[src/sv/hsv2rgb_pkg.sv]
// ----------------------------------------------------------------------------
// hsv2rgb_pkg
// shared widths, scale constants and types for the hsv to rgb converter
// ----------------------------------------------------------------------------
`default_nettype none

package hsv2rgb_pkg;

    // field widths
    localparam int HUE_W   = 9;
    localparam int SCALE_W = 8;
    localparam int CHAN_W  = 8;

    // scale constants
    localparam int FULL_SCALE = 200;
    localparam int SECTOR_DEG = 60;
    localparam int HUE_WRAP   = 360;
    localparam int CHAN_MAX   = 255;
    localparam int FRAC_W     = 6;

    // every channel is a * x / DIV_D with a = 255*v and x in 0..FULL_X
    localparam int FULL_X = SECTOR_DEG * FULL_SCALE;
    localparam int X_W    = 14;
    localparam int A_W    = 16;
    localparam int N_W    = 30;
    localparam int DIV_D  = FULL_X * FULL_SCALE;
    localparam int D_W    = 22;

    // reciprocal of DIV_D scaled by 2**RECIP_K, error below one count
    localparam int RECIP_K   = 30;
    localparam int RECIP_M   = (1 << RECIP_K) / DIV_D;
    localparam int RECIP_M_W = 9;
    localparam int PROD_W    = N_W + RECIP_M_W;

    typedef enum logic [2:0] {
        SECTOR_RY = 3'd0,
        SECTOR_YG = 3'd1,
        SECTOR_GC = 3'd2,
        SECTOR_CB = 3'd3,
        SECTOR_BM = 3'd4,
        SECTOR_MR = 3'd5
    } t_sector;

    typedef struct packed {
        logic             valid;
        logic [A_W-1:0]   a;
        logic [X_W-1:0]   x_r;
        logic [X_W-1:0]   x_g;
        logic [X_W-1:0]   x_b;
    } t_prep_out;

endpackage

`default_nettype wire

[src/sv/hsv_to_rgb_converter_top.sv]
// ----------------------------------------------------------------------------
// hsv_to_rgb_converter_top
// hsv colour (hue in degrees, saturation and value on 0..200) to 8-bit rgb
// ----------------------------------------------------------------------------
//  channel | direction | signals                                  | beat
//  input   | in        | start, busy, i_hue, i_saturation,        | start & !busy
//          |           | i_brightness                             |
//  result  | out       | o_valid, o_red, o_green, o_blue          | o_valid
//
//  one beat per clock; busy is always low
//  the pipeline has 3 front stages, then per channel multiply, reciprocal
//  multiply, back-multiply and correction
//  synchronous reset clears the valid pipeline only
//  results show for one cycle; the receiver cannot stall
// ----------------------------------------------------------------------------
`default_nettype none

module hsv_to_rgb_converter_top (
    input  wire logic                             i_clk,
    input  wire logic                             i_rst_n,
    input  wire logic                             start,
    output logic                                  busy,
    input  wire logic [hsv2rgb_pkg::HUE_W-1:0]    i_hue,
    input  wire logic [hsv2rgb_pkg::SCALE_W-1:0]  i_saturation,
    input  wire logic [hsv2rgb_pkg::SCALE_W-1:0]  i_brightness,
    output logic                                  o_valid,
    output logic [hsv2rgb_pkg::CHAN_W-1:0]        o_red,
    output logic [hsv2rgb_pkg::CHAN_W-1:0]        o_green,
    output logic [hsv2rgb_pkg::CHAN_W-1:0]        o_blue
);

    hsv2rgb_pkg::t_prep_out prep;
    logic                   accept;
    logic                   v_r, v_g, v_b;

    assign busy   = 1'b0;
    assign accept = start & ~busy;

    hsv2rgb_prep u_prep (
        .i_clk        (i_clk),
        .i_rst_n      (i_rst_n),
        .i_valid      (accept),
        .i_hue        (i_hue),
        .i_saturation (i_saturation),
        .i_brightness (i_brightness),
        .o_prep       (prep)
    );

    hsv2rgb_scale u_scale_r (
        .i_clk   (i_clk),
        .i_rst_n (i_rst_n),
        .i_valid (prep.valid),
        .i_a     (prep.a),
        .i_x     (prep.x_r),
        .o_valid (v_r),
        .o_chan  (o_red)
    );

    hsv2rgb_scale u_scale_g (
        .i_clk   (i_clk),
        .i_rst_n (i_rst_n),
        .i_valid (prep.valid),
        .i_a     (prep.a),
        .i_x     (prep.x_g),
        .o_valid (v_g),
        .o_chan  (o_green)
    );

    hsv2rgb_scale u_scale_b (
        .i_clk   (i_clk),
        .i_rst_n (i_rst_n),
        .i_valid (prep.valid),
        .i_a     (prep.a),
        .i_x     (prep.x_b),
        .o_valid (v_b),
        .o_chan  (o_blue)
    );

    assign o_valid = v_r & v_g & v_b;

endmodule

`default_nettype wire

[src/sv/hsv2rgb_prep.sv]
// ----------------------------------------------------------------------------
// hsv2rgb_prep
// front stages: hue sector split, clamping, and per-channel numerator terms
// ----------------------------------------------------------------------------
`default_nettype none

module hsv2rgb_prep (
    input  wire logic                             i_clk,
    input  wire logic                             i_rst_n,
    input  wire logic                             i_valid,
    input  wire logic [hsv2rgb_pkg::HUE_W-1:0]    i_hue,
    input  wire logic [hsv2rgb_pkg::SCALE_W-1:0]  i_saturation,
    input  wire logic [hsv2rgb_pkg::SCALE_W-1:0]  i_brightness,
    output hsv2rgb_pkg::t_prep_out                o_prep
);

    localparam int HW = hsv2rgb_pkg::HUE_W;
    localparam int SW = hsv2rgb_pkg::SCALE_W;
    localparam int FW = hsv2rgb_pkg::FRAC_W;
    localparam int XW = hsv2rgb_pkg::X_W;
    localparam int AW = hsv2rgb_pkg::A_W;
    localparam int DEG = hsv2rgb_pkg::SECTOR_DEG;

    // stage 1
    logic                  r_v1;
    hsv2rgb_pkg::t_sector  r_sector1, n_sector1;
    logic [FW-1:0]         r_frac1, n_frac1;
    logic [SW-1:0]         r_sat1, n_sat1;
    logic [SW-1:0]         r_val1, n_val1;
    logic [HW-1:0]         hue_w;

    // stage 2
    logic                  r_v2;
    hsv2rgb_pkg::t_sector  r_sector2;
    logic [AW-1:0]         r_a2;
    logic [XW-1:0]         r_sf2, r_st2, r_px2;

    // stage 3
    logic                  r_v3;
    logic [AW-1:0]         r_a3;
    logic [XW-1:0]         r_xr3, r_xg3, r_xb3;
    logic [XW-1:0]         n_xr3, n_xg3, n_xb3;
    logic [XW-1:0]         xv, xp, xq, xt;

    always_comb begin
        hue_w = (i_hue >= HW'(hsv2rgb_pkg::HUE_WRAP)) ? '0 : i_hue;
        n_sat1 = (i_saturation > SW'(hsv2rgb_pkg::FULL_SCALE)) ?
                 SW'(hsv2rgb_pkg::FULL_SCALE) : i_saturation;
        n_val1 = (i_brightness > SW'(hsv2rgb_pkg::FULL_SCALE)) ?
                 SW'(hsv2rgb_pkg::FULL_SCALE) : i_brightness;
        if (hue_w >= HW'(5 * DEG)) begin
            n_sector1 = hsv2rgb_pkg::SECTOR_MR;
            n_frac1   = FW'(hue_w - HW'(5 * DEG));
        end else if (hue_w >= HW'(4 * DEG)) begin
            n_sector1 = hsv2rgb_pkg::SECTOR_BM;
            n_frac1   = FW'(hue_w - HW'(4 * DEG));
        end else if (hue_w >= HW'(3 * DEG)) begin
            n_sector1 = hsv2rgb_pkg::SECTOR_CB;
            n_frac1   = FW'(hue_w - HW'(3 * DEG));
        end else if (hue_w >= HW'(2 * DEG)) begin
            n_sector1 = hsv2rgb_pkg::SECTOR_GC;
            n_frac1   = FW'(hue_w - HW'(2 * DEG));
        end else if (hue_w >= HW'(DEG)) begin
            n_sector1 = hsv2rgb_pkg::SECTOR_YG;
            n_frac1   = FW'(hue_w - HW'(DEG));
        end else begin
            n_sector1 = hsv2rgb_pkg::SECTOR_RY;
            n_frac1   = FW'(hue_w);
        end
    end

    always_ff @(posedge i_clk) begin
        r_sector1 <= n_sector1;
        r_frac1   <= n_frac1;
        r_sat1    <= n_sat1;
        r_val1    <= n_val1;
        // a = 255*v, sf and st are the saturation-weighted hue offsets
        r_sector2 <= r_sector1;
        r_a2      <= {r_val1, 8'b0} - AW'(r_val1);
        r_sf2     <= XW'(r_sat1) * XW'(r_frac1);
        r_st2     <= XW'(r_sat1) * XW'(FW'(DEG) - r_frac1);
        r_px2     <= XW'(DEG) * XW'(SW'(hsv2rgb_pkg::FULL_SCALE) - r_sat1);
        r_a3      <= r_a2;
        r_xr3     <= n_xr3;
        r_xg3     <= n_xg3;
        r_xb3     <= n_xb3;
    end

    always_ff @(posedge i_clk) begin
        if (!i_rst_n) begin
            r_v1 <= 1'b0;
            r_v2 <= 1'b0;
            r_v3 <= 1'b0;
        end else begin
            r_v1 <= i_valid;
            r_v2 <= r_v1;
            r_v3 <= r_v2;
        end
    end

    // all four terms share the denominator 255*12000*200/255
    always_comb begin
        xv = XW'(hsv2rgb_pkg::FULL_X);
        xp = r_px2;
        xq = XW'(hsv2rgb_pkg::FULL_X) - r_sf2;
        xt = XW'(hsv2rgb_pkg::FULL_X) - r_st2;
        case (r_sector2)
            hsv2rgb_pkg::SECTOR_RY: begin
                n_xr3 = xv; n_xg3 = xt; n_xb3 = xp;
            end
            hsv2rgb_pkg::SECTOR_YG: begin
                n_xr3 = xq; n_xg3 = xv; n_xb3 = xp;
            end
            hsv2rgb_pkg::SECTOR_GC: begin
                n_xr3 = xp; n_xg3 = xv; n_xb3 = xt;
            end
            hsv2rgb_pkg::SECTOR_CB: begin
                n_xr3 = xp; n_xg3 = xq; n_xb3 = xv;
            end
            hsv2rgb_pkg::SECTOR_BM: begin
                n_xr3 = xt; n_xg3 = xp; n_xb3 = xv;
            end
            default: begin
                n_xr3 = xv; n_xg3 = xp; n_xb3 = xq;
            end
        endcase
    end

    always_comb begin
        o_prep.valid = r_v3;
        o_prep.a     = r_a3;
        o_prep.x_r   = r_xr3;
        o_prep.x_g   = r_xg3;
        o_prep.x_b   = r_xb3;
    end

endmodule

`default_nettype wire

[src/sv/hsv2rgb_scale.sv]
// ----------------------------------------------------------------------------
// hsv2rgb_scale
// one channel lane: a*x then truncating divide by a constant via reciprocal
// ----------------------------------------------------------------------------
`default_nettype none

module hsv2rgb_scale (
    input  wire logic                            i_clk,
    input  wire logic                            i_rst_n,
    input  wire logic                            i_valid,
    input  wire logic [hsv2rgb_pkg::A_W-1:0]     i_a,
    input  wire logic [hsv2rgb_pkg::X_W-1:0]     i_x,
    output logic                                 o_valid,
    output logic [hsv2rgb_pkg::CHAN_W-1:0]       o_chan
);

    localparam int NW = hsv2rgb_pkg::N_W;
    localparam int PW = hsv2rgb_pkg::PROD_W;
    localparam int CW = hsv2rgb_pkg::CHAN_W;
    localparam int K  = hsv2rgb_pkg::RECIP_K;

    logic [NW-1:0] r_n4;
    logic [NW-1:0] r_n5;
    logic [CW-1:0] r_q5;
    logic [NW-1:0] r_n6;
    logic [CW-1:0] r_q6;
    logic [NW-1:0] r_qd6;
    logic [CW-1:0] r_chan7;
    logic [PW-1:0] prod;
    logic [NW-1:0] rem;
    logic [3:0]    r_v;

    always_comb begin
        prod = PW'(r_n4) * PW'(hsv2rgb_pkg::RECIP_M);
        rem  = r_n6 - r_qd6;
    end

    always_ff @(posedge i_clk) begin
        r_n4  <= NW'(i_a) * NW'(i_x);
        // estimate is exact or one short
        r_n5  <= r_n4;
        r_q5  <= prod[K+CW-1:K];
        r_n6  <= r_n5;
        r_q6  <= r_q5;
        r_qd6 <= NW'(r_q5) * NW'(hsv2rgb_pkg::DIV_D);
        r_chan7 <= (rem >= NW'(hsv2rgb_pkg::DIV_D)) ? r_q6 + CW'(1) : r_q6;
    end

    always_ff @(posedge i_clk) begin
        if (!i_rst_n) begin
            r_v <= '0;
        end else begin
            r_v <= {r_v[2:0], i_valid};
        end
    end

    assign o_valid = r_v[3];
    assign o_chan  = r_chan7;

endmodule

`default_nettype wire

[config.mk]
export PLATFORM = sky130hd
export DESIGN_NAME = hsv_to_rgb_converter_top
export DESIGN_NICKNAME = d
export VERILOG_FILES = /design/src/sv/hsv2rgb_pkg.sv /design/src/sv/hsv_to_rgb_converter_top.sv /design/src/sv/hsv2rgb_prep.sv /design/src/sv/hsv2rgb_scale.sv
export SDC_FILE = /design/constraint.sdc
export NUM_CORES = 2
export LEC_CHECK = 0
export BUFFER_PORTS_ARGS = -buffer_cell sky130_fd_sc_hd__buf_4
export CAP_MARGIN = 20
export CELL_PAD_IN_SITES_DETAIL_PLACEMENT = 0
export CELL_PAD_IN_SITES_GLOBAL_PLACEMENT = 1
export CORE_MARGIN = 4
export CORE_UTILIZATION = 57
export CTS_BUF_LIST = sky130_fd_sc_hd__clkbuf_2 sky130_fd_sc_hd__clkbuf_4 sky130_fd_sc_hd__clkbuf_8
export DETAILED_ROUTE_END_ITERATION = 8
export PLACE_DENSITY_LB_ADDON = 0.1
export SLEW_MARGIN = 15
export SYNTH_ARGS = -nofsm -noshare
export SYNTH_HDL_FRONTEND = slang
export SYNTH_SLANG_ARGS = --single-unit
[constraint.sdc]
create_clock -name i_clk -period 15.9 [get_ports i_clk]
set_input_delay 3.18 -clock i_clk [delete_from_list [all_inputs] [get_ports i_clk]]
set_output_delay 3.18 -clock i_clk [all_outputs]
set_load 0.01 [all_outputs]
==> summary by stage <==
Routing
Using the TritonRoute via totals, the vias-per-cell ratio works out to 5.214. For this block, the via count after detailed routing is around 42,000. After detailed routing, the average wire length per cell comes to ~16 µm.

The wire length reported by the detailed router is 125,800 µm. For this run, design rule violations remaining after detail routing come to 0. The detail route stage leaves a number of antenna-violating nets equal to 0. For this block, the initial DRC count from the detailed router was 1,828. The first-pass iteration count of the detailed router is 5.

Die
The vertical die dimension is about 340 µm. The floorplan has ~120 rows. The initial standard-cell utilization of the core is between 50% and 60%. The die covers ~120,000 µm².

The die is about 340 µm wide. The area of the placeable core is 109,000 µm². 54 I/O pins were placed.

Critical path
In this run the worst path has a maximum fanout of 26. The endpoint identified for the worst register-to-register timing path is u_scale_r.r_n4[28]. Data on the critical path is required at its endpoint by 16.59 ns. The start of the worst register-to-register path is u_prep.r_a3[1]. The worst setup path category is reg2reg. In this run the worst setup path terminates at u_scale_r.r_n4[28]. The worst setup path is captured at a flip-flop. Tracing the worst setup path back leads to its startpoint at u_prep.r_a3[1]. The register-to-register setup slack is between 8 and 9 ns. The worst setup path is launched from a flip-flop.

Data on the critical path arrives at its endpoint at approximately 7.7 ns. The count of cells along the worst register-to-register path is 22.

Placed design
The placer congestion estimate is 0.8604. The number of port buffers is between 50 and 60. Once detailed placement completed, the half-perimeter wirelength came to just over 100,000 µm.

Clock network
The clock tree root driver cell is clkbuf_8. TritonCTS built the clock tree. After clock tree synthesis, the repair step resized 0 gates.

Clock-pin slew was measured on the worst setup and hold paths at 0.07 ns. The number of H-tree levels is 3. The total clock buffers created by CTS is 95. The clock latency of the later-clocked register in the worst-skew pair is between 0.7 and 0.8 ns.

Counting along the longest clock path gives a buffer depth of 3. After clock tree synthesis, the setup repair step added 0 buffers. CTS saw about 500 sinks. After clock tree synthesis, the flow added hold-fix buffers numbering 0.

STA
The final hold slack is roughly 0.32 ns. Clock skew on the completed layout was measured at 0.03741 ns. Adding up every negative setup slack in the final design gives 0 ns.

The maximum clock frequency is about 140 MHz. The worst max-slew margin expressed relative to the limit is slightly below 30%. The final max-slew violation count is 0. Setup repair after global routing left no endpoint under its margin. For the pin with the worst max-slew slack, the measured transition is roughly 1.1 ns. After layout, the worst path uses 43.98% of the clock period. Setup violations remaining at the end of the flow were counted as 0.

For the finished layout, the period the worst path requires is ~7.0 ns. The count of final hold-check violations is 0.

Global routing
The maximum number of pins on one net before global-route repair is 73. The initial antenna violation count was 2. The first global-routing pass estimated 221,600 µm of wire.

The number of global-route vias before repair came to between 40,000 and 50,000. For this run the aggregate overflow at the end of global routing stands at 0. The total routing resource utilization after global routing is between 20 and 25%.

Synthesis
The biggest area consumer among synthesized cells is fa_1. By area the synthesized netlist is led by fa_1 (34%), ha_1 (16%), dfxtp_1 (16%). The synthesized area per cell is 9.528 µm². For this run, asynchronously set or reset flops after synthesis account for 0%.

The number of distinct library cell variants in the gate-level netlist after synthesis is between 90 and 100. The leading cell type by number of instances after synthesis is inv_1. The top cell type by area accounts for roughly 34% of the synthesized area. The synthesized design contains 0 enable-type register cells. The total nets after synthesis is ~8,500. The synthesis-stage register bit count is approximately 510.

The post-synthesis instance area is ~63,000 µm². Sequential cells were found to cover 16.13% of the synthesized design area. For this run, the leading register cell type out of synthesis is dfxtp_1. The Yosys step of the flow raised 0 warnings.

Synthesis produced between 6,000 and 7,000 cells. By count the netlist is led by inv_1 (1,497), fa_1 (1,056), ha_1 (820).

Finish
The final net count is approximately 8,500. Once layout is complete, the utilization of the core stands at about 60%. The area growth from synthesis to layout is 6.447%.

The fraction of final layout cells with drive strength greater than 1 is 4.473%.

Job
Max-cap violations in this run came to 0.

Status
The flow ran to the end, and the final reports show no timing, DRC or antenna violations.

Hold path
Along the worst hold path, the cell count comes to 0. The worst hold path belongs to the class reg2reg.
-- through the flow --
step	cells	setup slack, ns	area [µm²]
2_1_floorplan	6579	9.755	62690
3_3_place_gp	7900	9.019	64370
3_5_place_dp	7900	8.942	64370
4_1_cts	8076	8.914	66730
5_1_grt	8077	8.438	66730
6_report	8077	8.908	66730
-- routing by layer --
layer | wire length (µm) | global-route usage [%] | up-vias
li1 | - | - | 20493
met1 | 58650 | 32.11 | 20779
met2 | 59820 | 39.16 | 678
met3 | 5114 | 3.022 | 162
met4 | 2215 | 5.067 | 0
met5 | 0 | 0 | -
-- worst min-delay path by stage --
stage / from / end / slack, ns
after global placement: u_prep.r_a2[8] / u_prep.r_a3[8] / 0.31
after global routing: u_scale_b.r_n5[11] / u_scale_b.r_n6[11] / 0.33
after CTS: u_scale_r.r_n5[13] / u_scale_r.r_n6[13] / 0.32
final: u_scale_b.r_n5[11] / u_scale_b.r_n6[11] / 0.32
after detailed placement: u_prep.r_a2[9] / u_prep.r_a3[9] / 0.31
after floorplan: u_prep.r_a2[0] / u_prep.r_a3[0] / 0.31
-- cells in the final DEF, fill, tap and decap left out, types with 20 or more instances in the layout --
cell	synthesis	layout
inv_1	1497	1497
fa_1	1056	1056
ha_1	820	820
nand2_1	561	561
dfxtp_1	505	504
and2_1	395	395
nor2_1	199	199
xnor2_1	197	197
a21oi_1	188	188
o21ai_0	166	166
clkbuf_8	0	110
a21o_1	79	79
xor2_1	75	75
buf_4	1	73
nor3_1	72	72
nor2b_1	50	50
nand3_1	41	41
o21a_1	41	41
nand2b_1	37	37
nand4_1	34	34
a211oi_1	33	33
and3_1	29	29
a31oi_1	21	21
clkinv_2	0	21
o21bai_1	20	20
-- worst max-delay path, cell delays in order (launching register included) --
cell and delay (ns):
dfxtp_1 0.68, buf_4 0.40, nand2_1 0.12, fa_1 0.50
fa_1 0.50, inv_1 0.06, fa_1 0.52, fa_1 0.44
fa_1 0.50, inv_1 0.05, fa_1 0.47, inv_1 0.04
ha_1 0.36, a21o_1 0.19, a21oi_1 0.13, nand2_1 0.07
a21oi_1 0.19, a31oi_1 0.21, a2111oi_0 0.70, o211ai_1 0.23
a31o_2 0.27, a21oi_1 0.16, xnor2_1 0.13
-- cell type report --
cell class / instances / area (µm²)
clock inverter: 51 / 732.0
timing repair buffer: 73 / 548.0
clock buffer: 125 / 1627
inverter: 1497 / 5619
multi-input combinational: 4411 / 46320
antenna: 1 / 2.502
fill: 9519 / 42280
sequential: 505 / 10110
tap: 1414 / 1769
-- kinds of logic after synthesis --
group	after synthesis	synth area share, %
mux	17	0.2894
buf+inv	1663	9.982
other cells	1	0.005982
compound gates	746	7.842
flops	505	16.13
xor+xnor	272	3.800
fa+ha+maj	1876	50.09
simple gates	1499	11.86
-- state kept, by name (all words and copies together) (netlist names), 12 cells and up --
name and cells:
u_prep.r_a2 16, u_prep.r_a3 16, u_prep.r_px2 12, u_prep.r_sf2 14, u_prep.r_st2 13, u_prep.r_xb3 14, u_prep.r_xg3 14, u_prep.r_xr3 14
u_scale_b.r_n4 30, u_scale_b.r_n5 22, u_scale_b.r_n6 22, u_scale_b.r_qd6 21, u_scale_g.r_n4 30, u_scale_g.r_n5 22, u_scale_g.r_n6 22, u_scale_g.r_qd6 21
u_scale_r.r_n4 30, u_scale_r.r_n5 22, u_scale_r.r_n6 22, u_scale_r.r_qd6 21
Power is not shown: default switching activity piles up to over one toggle a cycle in this logic, so the estimate is an artifact.
